## src/sssd_pkg.sv

```systemverilog
// Shared types, constants and lookup functions for the seven-segment scan driver.
`timescale 1ns / 1ps
package sssd_pkg;

  localparam int NUM_DIGITS_DEF = 4;
  localparam int VALUE_W        = 24;
  localparam int DEC_W          = 3;
  localparam int DEC_CLAMP_W    = 2;
  localparam int SEG_W          = 8;
  localparam int SEL_W          = 4;
  localparam int IDX_W          = 2;
  localparam int FRAC_BITS      = 8;
  localparam int MAX_DECIMALS   = 3;
  localparam int SCALE_W        = 10;                 // holds 1000
  localparam int PROD_W         = VALUE_W + SCALE_W;
  localparam int WHOLE_W        = PROD_W - FRAC_BITS; // max rounded value < 2^26
  localparam int BCD_DIGITS     = 8;                  // 2^26 < 10^8
  localparam int BCD_W          = 4 * BCD_DIGITS;
  localparam int CNT_W          = $clog2(WHOLE_W);

  localparam logic [SEG_W-1:0] SEG_BLANK = 8'hFF;
  localparam logic [SEG_W-1:0] DP_MASK   = 8'h7F;

  typedef enum logic {
    REQ_SET  = 1'b0,
    REQ_TICK = 1'b1
  } req_kind_t;

  typedef struct packed {
    req_kind_t              kind;
    logic [WHOLE_W-1:0]     whole;
    logic [DEC_CLAMP_W-1:0] dec;
  } cmd_t;

  typedef struct packed {
    logic valid;
    logic full;
  } q_status_t;

  typedef enum logic [1:0] {
    ST_IDLE,
    ST_CONVERT,
    ST_WRITE
  } back_state_t;

  function automatic logic [SEG_W-1:0] glyph(input logic [3:0] d);
    logic [SEG_W-1:0] g;
    unique case (d)
      4'h0: g = 8'hC0;
      4'h1: g = 8'hF9;
      4'h2: g = 8'hA4;
      4'h3: g = 8'hB0;
      4'h4: g = 8'h99;
      4'h5: g = 8'h92;
      4'h6: g = 8'h82;
      4'h7: g = 8'hF8;
      4'h8: g = 8'h80;
      4'h9: g = 8'h90;
      4'hA: g = 8'h88;
      4'hB: g = 8'h83;
      4'hC: g = 8'hC6;
      4'hD: g = 8'hA1;
      4'hE: g = 8'h86;
      4'hF: g = 8'h8E;
    endcase
    return g;
  endfunction

  function automatic logic [SCALE_W-1:0] pow10(input logic [DEC_CLAMP_W-1:0] e);
    logic [SCALE_W-1:0] s;
    unique case (e)
      2'd0: s = 10'd1;
      2'd1: s = 10'd10;
      2'd2: s = 10'd100;
      2'd3: s = 10'd1000;
    endcase
    return s;
  endfunction

endpackage

```

## src/sssd_front.sv

```systemverilog
// Front end: accepts transactions, clamps the decimal count, scales and rounds the value.
`timescale 1ns / 1ps
module sssd_front #(
  parameter int NUM_DIGITS = sssd_pkg::NUM_DIGITS_DEF
) (
  input  logic                          clk,
  input  logic                          rst,
  input  logic                          in_valid,
  output logic                          in_stall,
  input  logic                          req_type,
  input  logic [sssd_pkg::VALUE_W-1:0]  display_value,
  input  logic [sssd_pkg::DEC_W-1:0]    decimals,
  input  sssd_pkg::q_status_t           q_status,
  output logic                          push,
  output sssd_pkg::cmd_t                push_cmd
);

  localparam int MaxDec = (sssd_pkg::MAX_DECIMALS < NUM_DIGITS - 1) ?
                          sssd_pkg::MAX_DECIMALS : NUM_DIGITS - 1;

  logic                                 f_valid;
  sssd_pkg::req_kind_t                  f_kind;
  logic [sssd_pkg::PROD_W-1:0]          f_prod;
  logic [sssd_pkg::DEC_CLAMP_W-1:0]     f_dec;

  logic [sssd_pkg::DEC_CLAMP_W-1:0]     dec_c;
  logic [sssd_pkg::SCALE_W-1:0]         scale;
  logic [sssd_pkg::PROD_W-1:0]          prod;
  logic [sssd_pkg::PROD_W-1:0]          rounded;
  logic                                 load;

  assign dec_c = (decimals > sssd_pkg::DEC_W'(MaxDec)) ?
                 sssd_pkg::DEC_CLAMP_W'(MaxDec) : decimals[sssd_pkg::DEC_CLAMP_W-1:0];
  assign scale = sssd_pkg::pow10(dec_c);
  assign prod  = {{sssd_pkg::SCALE_W{1'b0}}, display_value} *
                 {{sssd_pkg::VALUE_W{1'b0}}, scale};

  assign push     = f_valid && !q_status.full;
  assign load     = !f_valid || !q_status.full;
  assign in_stall = !load;

  // round half up, then drop the fraction bits
  assign rounded = f_prod + (sssd_pkg::PROD_W'(1) << (sssd_pkg::FRAC_BITS - 1));

  assign push_cmd.kind  = f_kind;
  assign push_cmd.whole = rounded[sssd_pkg::PROD_W-1:sssd_pkg::FRAC_BITS];
  assign push_cmd.dec   = f_dec;

  always_ff @(posedge clk) begin
    if (rst) begin
      f_valid <= 1'b0;
    end else if (load) begin
      f_valid <= in_valid;
    end
  end

  always_ff @(posedge clk) begin
    if (load && in_valid) begin
      f_kind <= sssd_pkg::req_kind_t'(req_type);
      f_prod <= prod;
      f_dec  <= dec_c;
    end
  end

endmodule

```

## src/sssd_queue.sv

```systemverilog
// Two-entry command queue between the front end and the back end.
`timescale 1ns / 1ps
module sssd_queue (
  input  logic                 clk,
  input  logic                 rst,
  input  logic                 push,
  input  sssd_pkg::cmd_t       push_cmd,
  input  logic                 pop,
  output sssd_pkg::cmd_t       head,
  output sssd_pkg::q_status_t  status
);

  sssd_pkg::cmd_t entries [2];
  logic           wr_ptr;
  logic           rd_ptr;
  logic [1:0]     count;

  assign head         = entries[rd_ptr];
  assign status.valid = (count != 2'd0);
  assign status.full  = (count == 2'd2);

  always_ff @(posedge clk) begin
    if (rst) begin
      wr_ptr <= 1'b0;
      rd_ptr <= 1'b0;
      count  <= 2'd0;
    end else begin
      if (push) begin
        wr_ptr <= !wr_ptr;
      end
      if (pop) begin
        rd_ptr <= !rd_ptr;
      end
      unique case ({push, pop})
        2'b10:   count <= count + 2'd1;
        2'b01:   count <= count - 2'd1;
        default: count <= count;
      endcase
    end
  end

  always_ff @(posedge clk) begin
    if (push) begin
      entries[wr_ptr] <= push_cmd;
    end
  end

endmodule

```

## src/sssd_back.sv

```systemverilog
// Back end: binary-to-BCD conversion, segment store, scan position and output register.
`timescale 1ns / 1ps
module sssd_back #(
  parameter int NUM_DIGITS = sssd_pkg::NUM_DIGITS_DEF
) (
  input  logic                         clk,
  input  logic                         rst,
  input  sssd_pkg::cmd_t               head,
  input  sssd_pkg::q_status_t          q_status,
  output logic                         pop,
  output logic                         out_valid,
  input  logic                         out_stall,
  output logic [sssd_pkg::SEG_W-1:0]   segment_byte,
  output logic [sssd_pkg::SEL_W-1:0]   digit_select,
  output logic [sssd_pkg::IDX_W-1:0]   digit_index
);

  localparam int PosW = (NUM_DIGITS > 1) ? $clog2(NUM_DIGITS) : 1;

  sssd_pkg::back_state_t               state;
  sssd_pkg::back_state_t               state_next;

  logic [sssd_pkg::SEG_W-1:0]          store [NUM_DIGITS];
  logic [PosW-1:0]                     pos;
  logic [PosW-1:0]                     pos_next;
  logic [2:0]                          pos_ext;
  logic [7:0]                          pos_onehot;

  logic [sssd_pkg::WHOLE_W-1:0]        bin;
  logic [sssd_pkg::BCD_W-1:0]          bcd;
  logic [sssd_pkg::BCD_W-1:0]          bcd_adj;
  logic [sssd_pkg::DEC_CLAMP_W-1:0]    dec;
  logic [sssd_pkg::CNT_W-1:0]          cnt;

  logic                                out_free;
  logic                                tick_go;
  logic                                set_go;
  logic                                shift_go;
  logic                                write_go;

  assign out_free   = !out_valid || !out_stall;
  assign pos_next   = (pos == PosW'(NUM_DIGITS - 1)) ? '0 : pos + 1'b1;
  assign pos_ext    = 3'(pos_next);
  assign pos_onehot = 8'd1 << pos_ext;

  always_comb begin
    state_next = state;
    unique case (state)
      sssd_pkg::ST_IDLE: begin
        if (set_go) begin
          state_next = sssd_pkg::ST_CONVERT;
        end
      end
      sssd_pkg::ST_CONVERT: begin
        if (cnt == sssd_pkg::CNT_W'(sssd_pkg::WHOLE_W - 1)) begin
          state_next = sssd_pkg::ST_WRITE;
        end
      end
      sssd_pkg::ST_WRITE: begin
        state_next = sssd_pkg::ST_IDLE;
      end
      default: state_next = sssd_pkg::ST_IDLE;
    endcase
  end

  always_comb begin
    pop      = 1'b0;
    tick_go  = 1'b0;
    set_go   = 1'b0;
    shift_go = 1'b0;
    write_go = 1'b0;
    unique case (state)
      sssd_pkg::ST_IDLE: begin
        if (q_status.valid) begin
          if (head.kind == sssd_pkg::REQ_TICK) begin
            tick_go = out_free;
            pop     = out_free;
          end else begin
            set_go = 1'b1;
            pop    = 1'b1;
          end
        end
      end
      sssd_pkg::ST_CONVERT: shift_go = 1'b1;
      sssd_pkg::ST_WRITE:   write_go = 1'b1;
      default: ;
    endcase
  end

  // double dabble: add 3 to every BCD digit of 5 or more before each shift
  always_comb begin
    for (int i = 0; i < sssd_pkg::BCD_DIGITS; i++) begin
      bcd_adj[4*i +: 4] = (bcd[4*i +: 4] >= 4'd5) ? bcd[4*i +: 4] + 4'd3 : bcd[4*i +: 4];
    end
  end

  always_ff @(posedge clk) begin
    if (rst) begin
      state     <= sssd_pkg::ST_IDLE;
      pos       <= '0;
      out_valid <= 1'b0;
      for (int k = 0; k < NUM_DIGITS; k++) begin
        store[k] <= sssd_pkg::SEG_BLANK;
      end
    end else begin
      state <= state_next;
      if (tick_go) begin
        pos       <= pos_next;
        out_valid <= 1'b1;
      end else if (!out_stall) begin
        out_valid <= 1'b0;
      end
      // low NUM_DIGITS BCD digits are the value modulo 10^NUM_DIGITS
      if (write_go) begin
        for (int k = 0; k < NUM_DIGITS; k++) begin
          store[k] <= sssd_pkg::glyph(bcd[4*(NUM_DIGITS-1-k) +: 4]) &
                      (((NUM_DIGITS - 1 - k) == int'(dec)) ? sssd_pkg::DP_MASK
                                                           : sssd_pkg::SEG_BLANK);
        end
      end
    end
  end

  always_ff @(posedge clk) begin
    if (set_go) begin
      bin <= head.whole;
      bcd <= '0;
      dec <= head.dec;
      cnt <= '0;
    end else if (shift_go) begin
      bcd <= {bcd_adj[sssd_pkg::BCD_W-2:0], bin[sssd_pkg::WHOLE_W-1]};
      bin <= {bin[sssd_pkg::WHOLE_W-2:0], 1'b0};
      cnt <= cnt + 1'b1;
    end
  end

  always_ff @(posedge clk) begin
    if (tick_go) begin
      segment_byte <= store[pos_next];
      digit_select <= ~pos_onehot[sssd_pkg::SEL_W-1:0];
      digit_index  <= pos_ext[sssd_pkg::IDX_W-1:0];
    end
  end

endmodule

```

## src/seven_segment_scan_driver.sv

```systemverilog
// Channel   Handshake           Payload
// in        in_valid/in_stall   req_type, display_value, decimals
// out       out_valid/out_stall segment_byte, digit_select, digit_index
//
// In the back end a refresh tick is taken straight from the idle state; a set-value transaction
// runs the convert state (the bit-serial BCD conversion loop), then the write state, then idle.
// Input is taken every cycle while the two-entry queue and front stage have room.
// Reset (rst, synchronous) blanks all digits and puts the scan position at digit 0.
// out_stall holds the output register; a tick at the queue head waits behind it,
// a set at the queue head still runs.
`timescale 1ns / 1ps
module seven_segment_scan_driver #(
  parameter int NUM_DIGITS = sssd_pkg::NUM_DIGITS_DEF
) (
  input  logic                         clk,
  input  logic                         rst,
  input  logic                         in_valid,
  output logic                         in_stall,
  input  logic                         req_type,
  input  logic [sssd_pkg::VALUE_W-1:0] display_value,
  input  logic [sssd_pkg::DEC_W-1:0]   decimals,
  output logic                         out_valid,
  input  logic                         out_stall,
  output logic [sssd_pkg::SEG_W-1:0]   segment_byte,
  output logic [sssd_pkg::SEL_W-1:0]   digit_select,
  output logic [sssd_pkg::IDX_W-1:0]   digit_index
);

  sssd_pkg::q_status_t q_status;
  sssd_pkg::cmd_t      push_cmd;
  sssd_pkg::cmd_t      head;
  logic                push;
  logic                pop;

  sssd_front #(
    .NUM_DIGITS (NUM_DIGITS)
  ) u_front (
    .clk           (clk),
    .rst           (rst),
    .in_valid      (in_valid),
    .in_stall      (in_stall),
    .req_type      (req_type),
    .display_value (display_value),
    .decimals      (decimals),
    .q_status      (q_status),
    .push          (push),
    .push_cmd      (push_cmd)
  );

  sssd_queue u_queue (
    .clk      (clk),
    .rst      (rst),
    .push     (push),
    .push_cmd (push_cmd),
    .pop      (pop),
    .head     (head),
    .status   (q_status)
  );

  sssd_back #(
    .NUM_DIGITS (NUM_DIGITS)
  ) u_back (
    .clk          (clk),
    .rst          (rst),
    .head         (head),
    .q_status     (q_status),
    .pop          (pop),
    .out_valid    (out_valid),
    .out_stall    (out_stall),
    .segment_byte (segment_byte),
    .digit_select (digit_select),
    .digit_index  (digit_index)
  );

  a_no_overflow: assert property (@(posedge clk) disable iff (rst)
    push |-> !q_status.full)
    else $error("queue push while full");

  a_no_underflow: assert property (@(posedge clk) disable iff (rst)
    pop |-> q_status.valid)
    else $error("queue pop while empty");

  a_select_matches_index: assert property (@(posedge clk) disable iff (rst)
    out_valid && (NUM_DIGITS <= 4) |->
      ($countones(digit_select) == 3) && !digit_select[digit_index])
    else $error("digit select disagrees with digit index");

endmodule

```

## config.mk

```make
export PLATFORM = sky130hd
export DESIGN_NAME = seven_segment_scan_driver
export DESIGN_NICKNAME = d
export VERILOG_FILES = /design/src/sssd_pkg.sv /design/src/sssd_front.sv /design/src/sssd_queue.sv /design/src/sssd_back.sv /design/src/seven_segment_scan_driver.sv
export SDC_FILE = /design/constraint.sdc
export NUM_CORES = 1
export LEC_CHECK = 0
export ABC_AREA = 1
export CORE_MARGIN = 5
export CORE_UTILIZATION = 66
export CTS_CLUSTER_SIZE = 12
export DETAILED_ROUTE_END_ITERATION = 16
export DONT_BUFFER_PORTS = 1
export GPL_ROUTABILITY_DRIVEN = 0
export MAX_ROUTING_LAYER = met4
export PLACE_DENSITY = 0.88
export SYNTH_ARGS = -nofsm -noshare
export SYNTH_HDL_FRONTEND = slang
export SYNTH_HIERARCHICAL = 1
export SYNTH_SLANG_ARGS = --single-unit
```

## constraint.sdc

```tcl
create_clock -name clk -period 7.21 [get_ports clk]
set_clock_uncertainty 0.1 [all_clocks]
set_input_delay 1.0815 -clock clk [delete_from_list [all_inputs] [get_ports clk]]
set_output_delay 1.0815 -clock clk [all_outputs]
set_load 0.1 [all_outputs]
```

# Yosys cells after proc, flatten, opt, wreduce, memory -nomap -nowiden
# Memory sizes are Yosys's and may differ from the RTL's. A register that Yosys moved wholly into a read port is not among the register bits.
# Cells that the tools add are included.
[op_classes]
muxes = 63
addsub = 13
bitwise_logic = 9
shifts = 1
multipliers = 1
n_reduce_logical = 18
order_cmp = 9
n_eq_ne = 16
[ops]
columns = ["op", "count"]
rows = [
  ["two-way mux 8 bit", 16],
  ["two-way mux 4 bit", 15],
  ["two-way mux 26 bit", 2],
  ["one-hot mux 10 bit (4 select lines)", 1],
  ["adder 34 x 8 -> 34 bit, second input constant", 1],
  ["multiplier 24 x 10 -> 34 bit", 1],
  ["bitwise AND 8 bit", 4],
  ["greater-or-equal comparator 4 x 3 -> 1 bit, second input constant", 8],
  ["adder 4 x 2 -> 4 bit, second input constant", 7],
  ["two-way mux 1 bit", 22],
  ["equality test 2 bit, second input constant", 6],
  ["two-way mux 2 bit", 4],
  ["one-hot mux 2 bit (2 select lines)", 2],
  ["zero test 1 bit", 7],
  ["equality test 2 x 1 -> 1 bit, second input constant", 3],
  ["zero test 2 bit", 3],
  ["!= test 2 x 1 -> 1 bit, second input constant", 3],
  ["nonzero test 2 bit", 3],
  ["adder 5 x 1 -> 5 bit, second input constant", 1],
  ["equality test 5 bit, second input constant", 1],
  ["adder 2 x 1 -> 2 bit, second input constant", 2],
  ["equality test 2 bit, first input constant", 2],
  ["inverter 4 bit", 1],
  ["OR 1 bit", 4],
  ["9 further kinds", 11],
]
[totals]
word_cells = 152
mem_count = 6
reg_bits = 118
out_inout_bits = 16
mem_bits_rw = 90
rom_bits = 448
inputBits = 32
[mem_list]
columns = ["name", "words", "width", "rd", "rd_ports_with_merged_regs", "write_ports", "line", "rtl"]
rows = [
  ["(name not given)", 16, 7, 1, 1, 0, "sssd_pkg.sv:48", "unique case (d)"],
  ["(name not given)", 16, 7, 1, 1, 0, "sssd_pkg.sv:48", ""],
  ["(name not given)", 16, 7, 1, 1, 0, "sssd_pkg.sv:48", ""],
  ["(name not given)", 16, 7, 1, 1, 0, "sssd_pkg.sv:48", ""],
  ["u_queue.entries", 2, 29, 1, 1, 1, "sssd_queue.sv:13", "sssd_pkg::cmd_t entries [2];"],
  ["u_back.store", 4, 8, 1, 1, 4, "sssd_back.sv:23", "logic [sssd_pkg::SEG_W-1:0] store [NUM_DIGITS];"],
]

# Depth between registers and ports, before layout
[depth]
word_depth = 7
depth_mapped = 28
mapped_depth_nobuf = 28

# Hierarchy
# Netlist, hierarchy kept.
[by_module_without_submodules]
columns = ["module", "seq_area_each_um2", "instances", "area_per_inst_um2", "cells_per_inst"]
rows = [
  ["sssd_front", 920.9, 1, 8951.1, 1224],
  ["sssd_back", 3303.2, 1, 6279.8, 745],
  ["sssd_queue", 1841.8, 1, 2358.5, 123],
]

# Worst setup path after synthesis
# OpenSTA, ideal clock, no wires.
[synth_path]
path_type = "input -> register"
start = "in decimals[0] (netlist bit)"
end = "reg u_front/f_prod[30] (netlist bit) (data pin)"
t_required_ps = 6858
t_arrival_ps = 5647
stages = 22
slack_ps = 1210
setup_ps = 252
path_buffers = 1
cell_sequence = "nor2_1 > inv_2 > nor2_1 > clkbuf_1 > nand2_1 > fa_1 > inv_1 > fa_1 > fa_1 > fa_1 > inv_1 > fa_1 > inv_1 > ha_1 > nand2_1 > inv_1 > a21oi_1 > nand3_1 > nand2_1 > nand2_1 > nand2_1 > nand2_1"
[synth_between]
elab_chain_cells = 5
word_cells_on_any_way = 8
classes_between = "mul: 1; order compare: 1; eq/ne: 3; mux: 2; reduce/logical: 1"
[synth_rtl]
columns = ["item", "line", "rtl"]
rows = [
  ["start, declared", "seven_segment_scan_driver.sv:21", "input logic [sssd_pkg::DEC_W-1:0] decimals,"],
  ["> comparator 3 x 2 -> 1 bit", "sssd_front.sv:32", "assign dec_c = (decimals > sssd_pkg::DEC_W'(MaxDec)) ?"],
  ["two-way mux 2 bit (*)", "sssd_front.sv:32", ""],
  ["equality test 2 bit (tied with other cells)", "sssd_pkg.sv:71", "unique case (e)"],
  ["one-hot mux 10 bit (4 select lines) (*)", "sssd_pkg.sv:71", ""],
  ["multiplier 24 x 10 -> 34 bit (*)", "sssd_front.sv:35", "assign prod = {{sssd_pkg::SCALE_W{1'b0}}, display_value} *"],
  ["via u_front.prod (one bit)", "sssd_front.sv:28", "logic [sssd_pkg::PROD_W-1:0] prod;"],
  ["end signal, assigned", "sssd_front.sv:60", "f_prod <= prod;"],
  ["end, declared", "sssd_front.sv:23", "logic [sssd_pkg::PROD_W-1:0] f_prod;"],
]
# The timed path passes the listed nets; every way through them passes the cells marked *. The select of a mux whose other input is x is not followed.
# A chain may end at the register's enable or synchronous reset.

# Worst setup path after layout
[layout_path]
start = "in decimals[0] (netlist bit)"
end = "reg u_front/f_prod[33] (netlist bit) (data pin)"
# Same word-level chain as after synthesis.

==> flow_summary.yaml <==
pwr:
  power_frac_comb_pct: 59.6
  ir_drop_mv: 0.3027
  switching_share_pct: 49.24
  p_switching_uw: 4208
  power_frac_seq_pct: 27.7
  pwr-share-clk_pct: 12.7
  power_density_mw_per_mm2: 459.0
  power.internal_uw: 4338
  leakagePower_uw: 0.009205
floorplanning:
  die-area_mm2: 0.03002
  core-area_mm2: 0.02613
  io_pins: 48
  row_count: 59
  die_x_um: 173.3
  die_h_um: 173.3
  initial_utilization_pct: 67.31
grt:
  grt.overflow.total: 0
  grt_first_pass_wirelength_um: 64180
  grt_max_degree: 41
  grt_pass1_vias: 13920
  grt_util_all_layers_pct: 26.27
  antenna_found_initial: 0
synth:
  syn_nets: 2396
  ys_warn_count: 6
  synth_cell_type_count: 40
  syn_area_per_cell_um2: 8.408
  syn_inst: 2092
  syn_area_mm2: 0.01759
  synth_seq_cells: 222
  yosysSeqAreaShare_pct: 34.49
detailed_routing:
  antenna_left: 0
  wirelength_um: 38050
  route.detailed.drc: 0
  post_drt_via_cell_ratio: 5.473
  routedWlPerCell_um: 15.54
  num_vias: 13400
  drtIter0Drc: 1029
  drt_pass1_iterations: 8
layout:
  n_fill_cell: 1836
  layout_common_cells: "609 x nand2_1, 413 x inv_1, 184 x nor2_1"
  final_area_mm2: 0.01862
  fin_cells: 2448
  syn_to_final_growth_pct: 5.854
  fin_nets: 2400
  mostFrequentLayoutCell: "nand2_1"
  drive_gt1_share_pct: 5.537
  antenna_cells: 0
  final_core_util_pct: 71.25
timing:
  tightestPinTransition_ns: 1.141
  fin_crit_sh_pct: 84.89
  hold_violations: 0
  setup_tns_ns: 0
  maxSlewHeadroom_pct: 23.67
  max_freq_mhz: 163.4
  rsz0062_at_grt: "false"
  fin_hold_ws_ns: 0.3457
  finalMaxSlewViolations: 0
  setup_violations: 0
  post-route-min-period_ns: 6.121
critical_path:
  crit_type: "input pin to flop"
  cp_max_fo: 28
  crit_required_ns: 7.38
  crit_arrival_ns: 6.29
  worstSetupEndpointType: "flop"
  start_kind: "input pin"
flow_run:
  drv_cap: 0
clocking:
  cts_buffers: 23
  cts-root-buf: "clkbuf_16"
  ctsResizeCount: 0
  clkSlewWorstSetupHoldPaths_ns: 0.06
  holdBufCountCts: 0
  htree_levels: 1
  cts_tree: "yes"
  clk_path_buf_depth: 3
  clock-sinks: 222
  clkLatencyLatePin_ns: 0.52
  cts_setup_buffers: 0
placed_design:
  dpl.cell_count: 2406
  place_area_mm2: 0.01794
  place.port_buffers: 0
  dp_hpwl_um: 29480
hold_path:
  worstHoldPathType: "flop to flop"
outcome:
  status: "complete, no violations"
[cell families (layout without fill, tap and decap cells)]
group | Yosys count | after routing | synth area share (%)
buffers and inverters | 460 | 481 | 10.09
AOI/OAI and AO/OA | 102 | 102 | 3.173
and+or+nand+nor | 947 | 947 | 21.92
muxes | 29 | 29 | 2.070
DFF | 222 | 222 | 34.49
adders and majority gates | 276 | 276 | 25.47
xor gates and xnor gates | 56 | 56 | 2.788
[critical path: stages]
cell and delay (ns):
nor2_1 0.21, inv_2 0.29, nor2_1 0.22, buf_4 0.25, nand2_1 0.11, fa_1 0.54
inv_1 0.08, fa_1 0.52, fa_1 0.44, fa_1 0.55, inv_1 0.06, fa_1 0.54
inv_1 0.05, ha_1 0.36, nand2_1 0.11, nor2_1 0.27, and2_1 0.17, nand2_1 0.05
nand2_1 0.16, nand2_1 0.09, nand3_1 0.08, nand2_1 0.05
[worst paths after layout]
path	slack [ns]	end	cells after the start	from
min	0.35	u_queue/entries[1][1]	0	u_front/f_dec[1]
max reg2reg	3.81	flop	11	flop
max	1.09	u_front/f_prod[33]	22	decimals[0]
min reg2reg	0.35	u_queue/entries[1][1]	0	u_front/f_dec[1]
[Yosys cell counts]
cell | n | area, µm²
buf_1 | 2 | 7.510
dfxtp_1 | 60 | 1201
inv_2 | 13 | 48.80
edfxtp_1 | 162 | 4865
mux2_2 | 19 | 214.0
nand3b_4 | 1 | 20.02
inv_1 | 413 | 1550
o21ai_1 | 4 | 20.02
buf_6 | 2 | 22.52
nand4_1 | 12 | 75.07
maj3_1 | 4 | 40.04
nand2_4 | 2 | 22.52
fa_1 | 138 | 2763
a21oi_1 | 39 | 195.2
buf_4 | 5 | 37.54
buf_2 | 10 | 50.05
a21oi_4 | 2 | 32.53
a21oi_2 | 1 | 8.760
o21bai_1 | 3 | 22.52
nor2_1 | 186 | 698.2
o22ai_1 | 9 | 56.30
and3_1 | 1 | 6.260
and2_1 | 1 | 6.260
inv_4 | 1 | 6.260
nand3_2 | 6 | 60.06
nand3b_1 | 5 | 37.54
ha_1 | 134 | 1677
or2_2 | 2 | 12.51
xor2_1 | 40 | 350.3
nor3_1 | 18 | 90.09
nor2_2 | 6 | 37.54
a21o_1 | 1 | 7.510
clkinv_1 | 1 | 3.750
nand2_1 | 609 | 2286
xnor2_1 | 16 | 140.1
o21ai_0 | 43 | 215.2
nand3_1 | 87 | 435.4
clkbuf_1 | 13 | 48.80
mux2_4 | 10 | 150.1
nand2_2 | 11 | 68.82
[per-layer routing]
metal	global-route usage, %	up-vias	wire (µm)
met3	2.857	146	2482
li1	-	6433	-
met4	10.91	0	1710
met5	-	-	0
met2	47.79	582	19910
met1	29.52	6236	13940
[power by group through the flow]
stage	clock network, µW	registers (µW)	logic, µW
floorplan	0	2320	3800
global placement	0	2360	4770
detailed placement	0	2390	4980
CTS	1110	2360	5040
global route	1150	2400	5790
finish	1080	2370	5100
[cell type report]
cell class,instances,area (µm²),area share (%)
inverter,428,1609,8.642
clock inverter,4,38.79,0.2083
tap,335,419.2,2.251
timing repair buffer,11,82.58,0.4435
clock buffer,38,641.9,3.447
multi-input combinational,1410,9762,52.43
sequential,222,6066,32.58
[metrics by stage]
step | total power (µW) | setup slack [ns]
floorplan | 6119 | 1.210
global placement | 7133 | 0.7907
detailed placement | 7368 | 0.6451
CTS | 8504 | 1.178
global route | 9345 | 0.7494
finish | 8546 | 1.089
No activity file was read; power rests on OpenSTA's default activity.
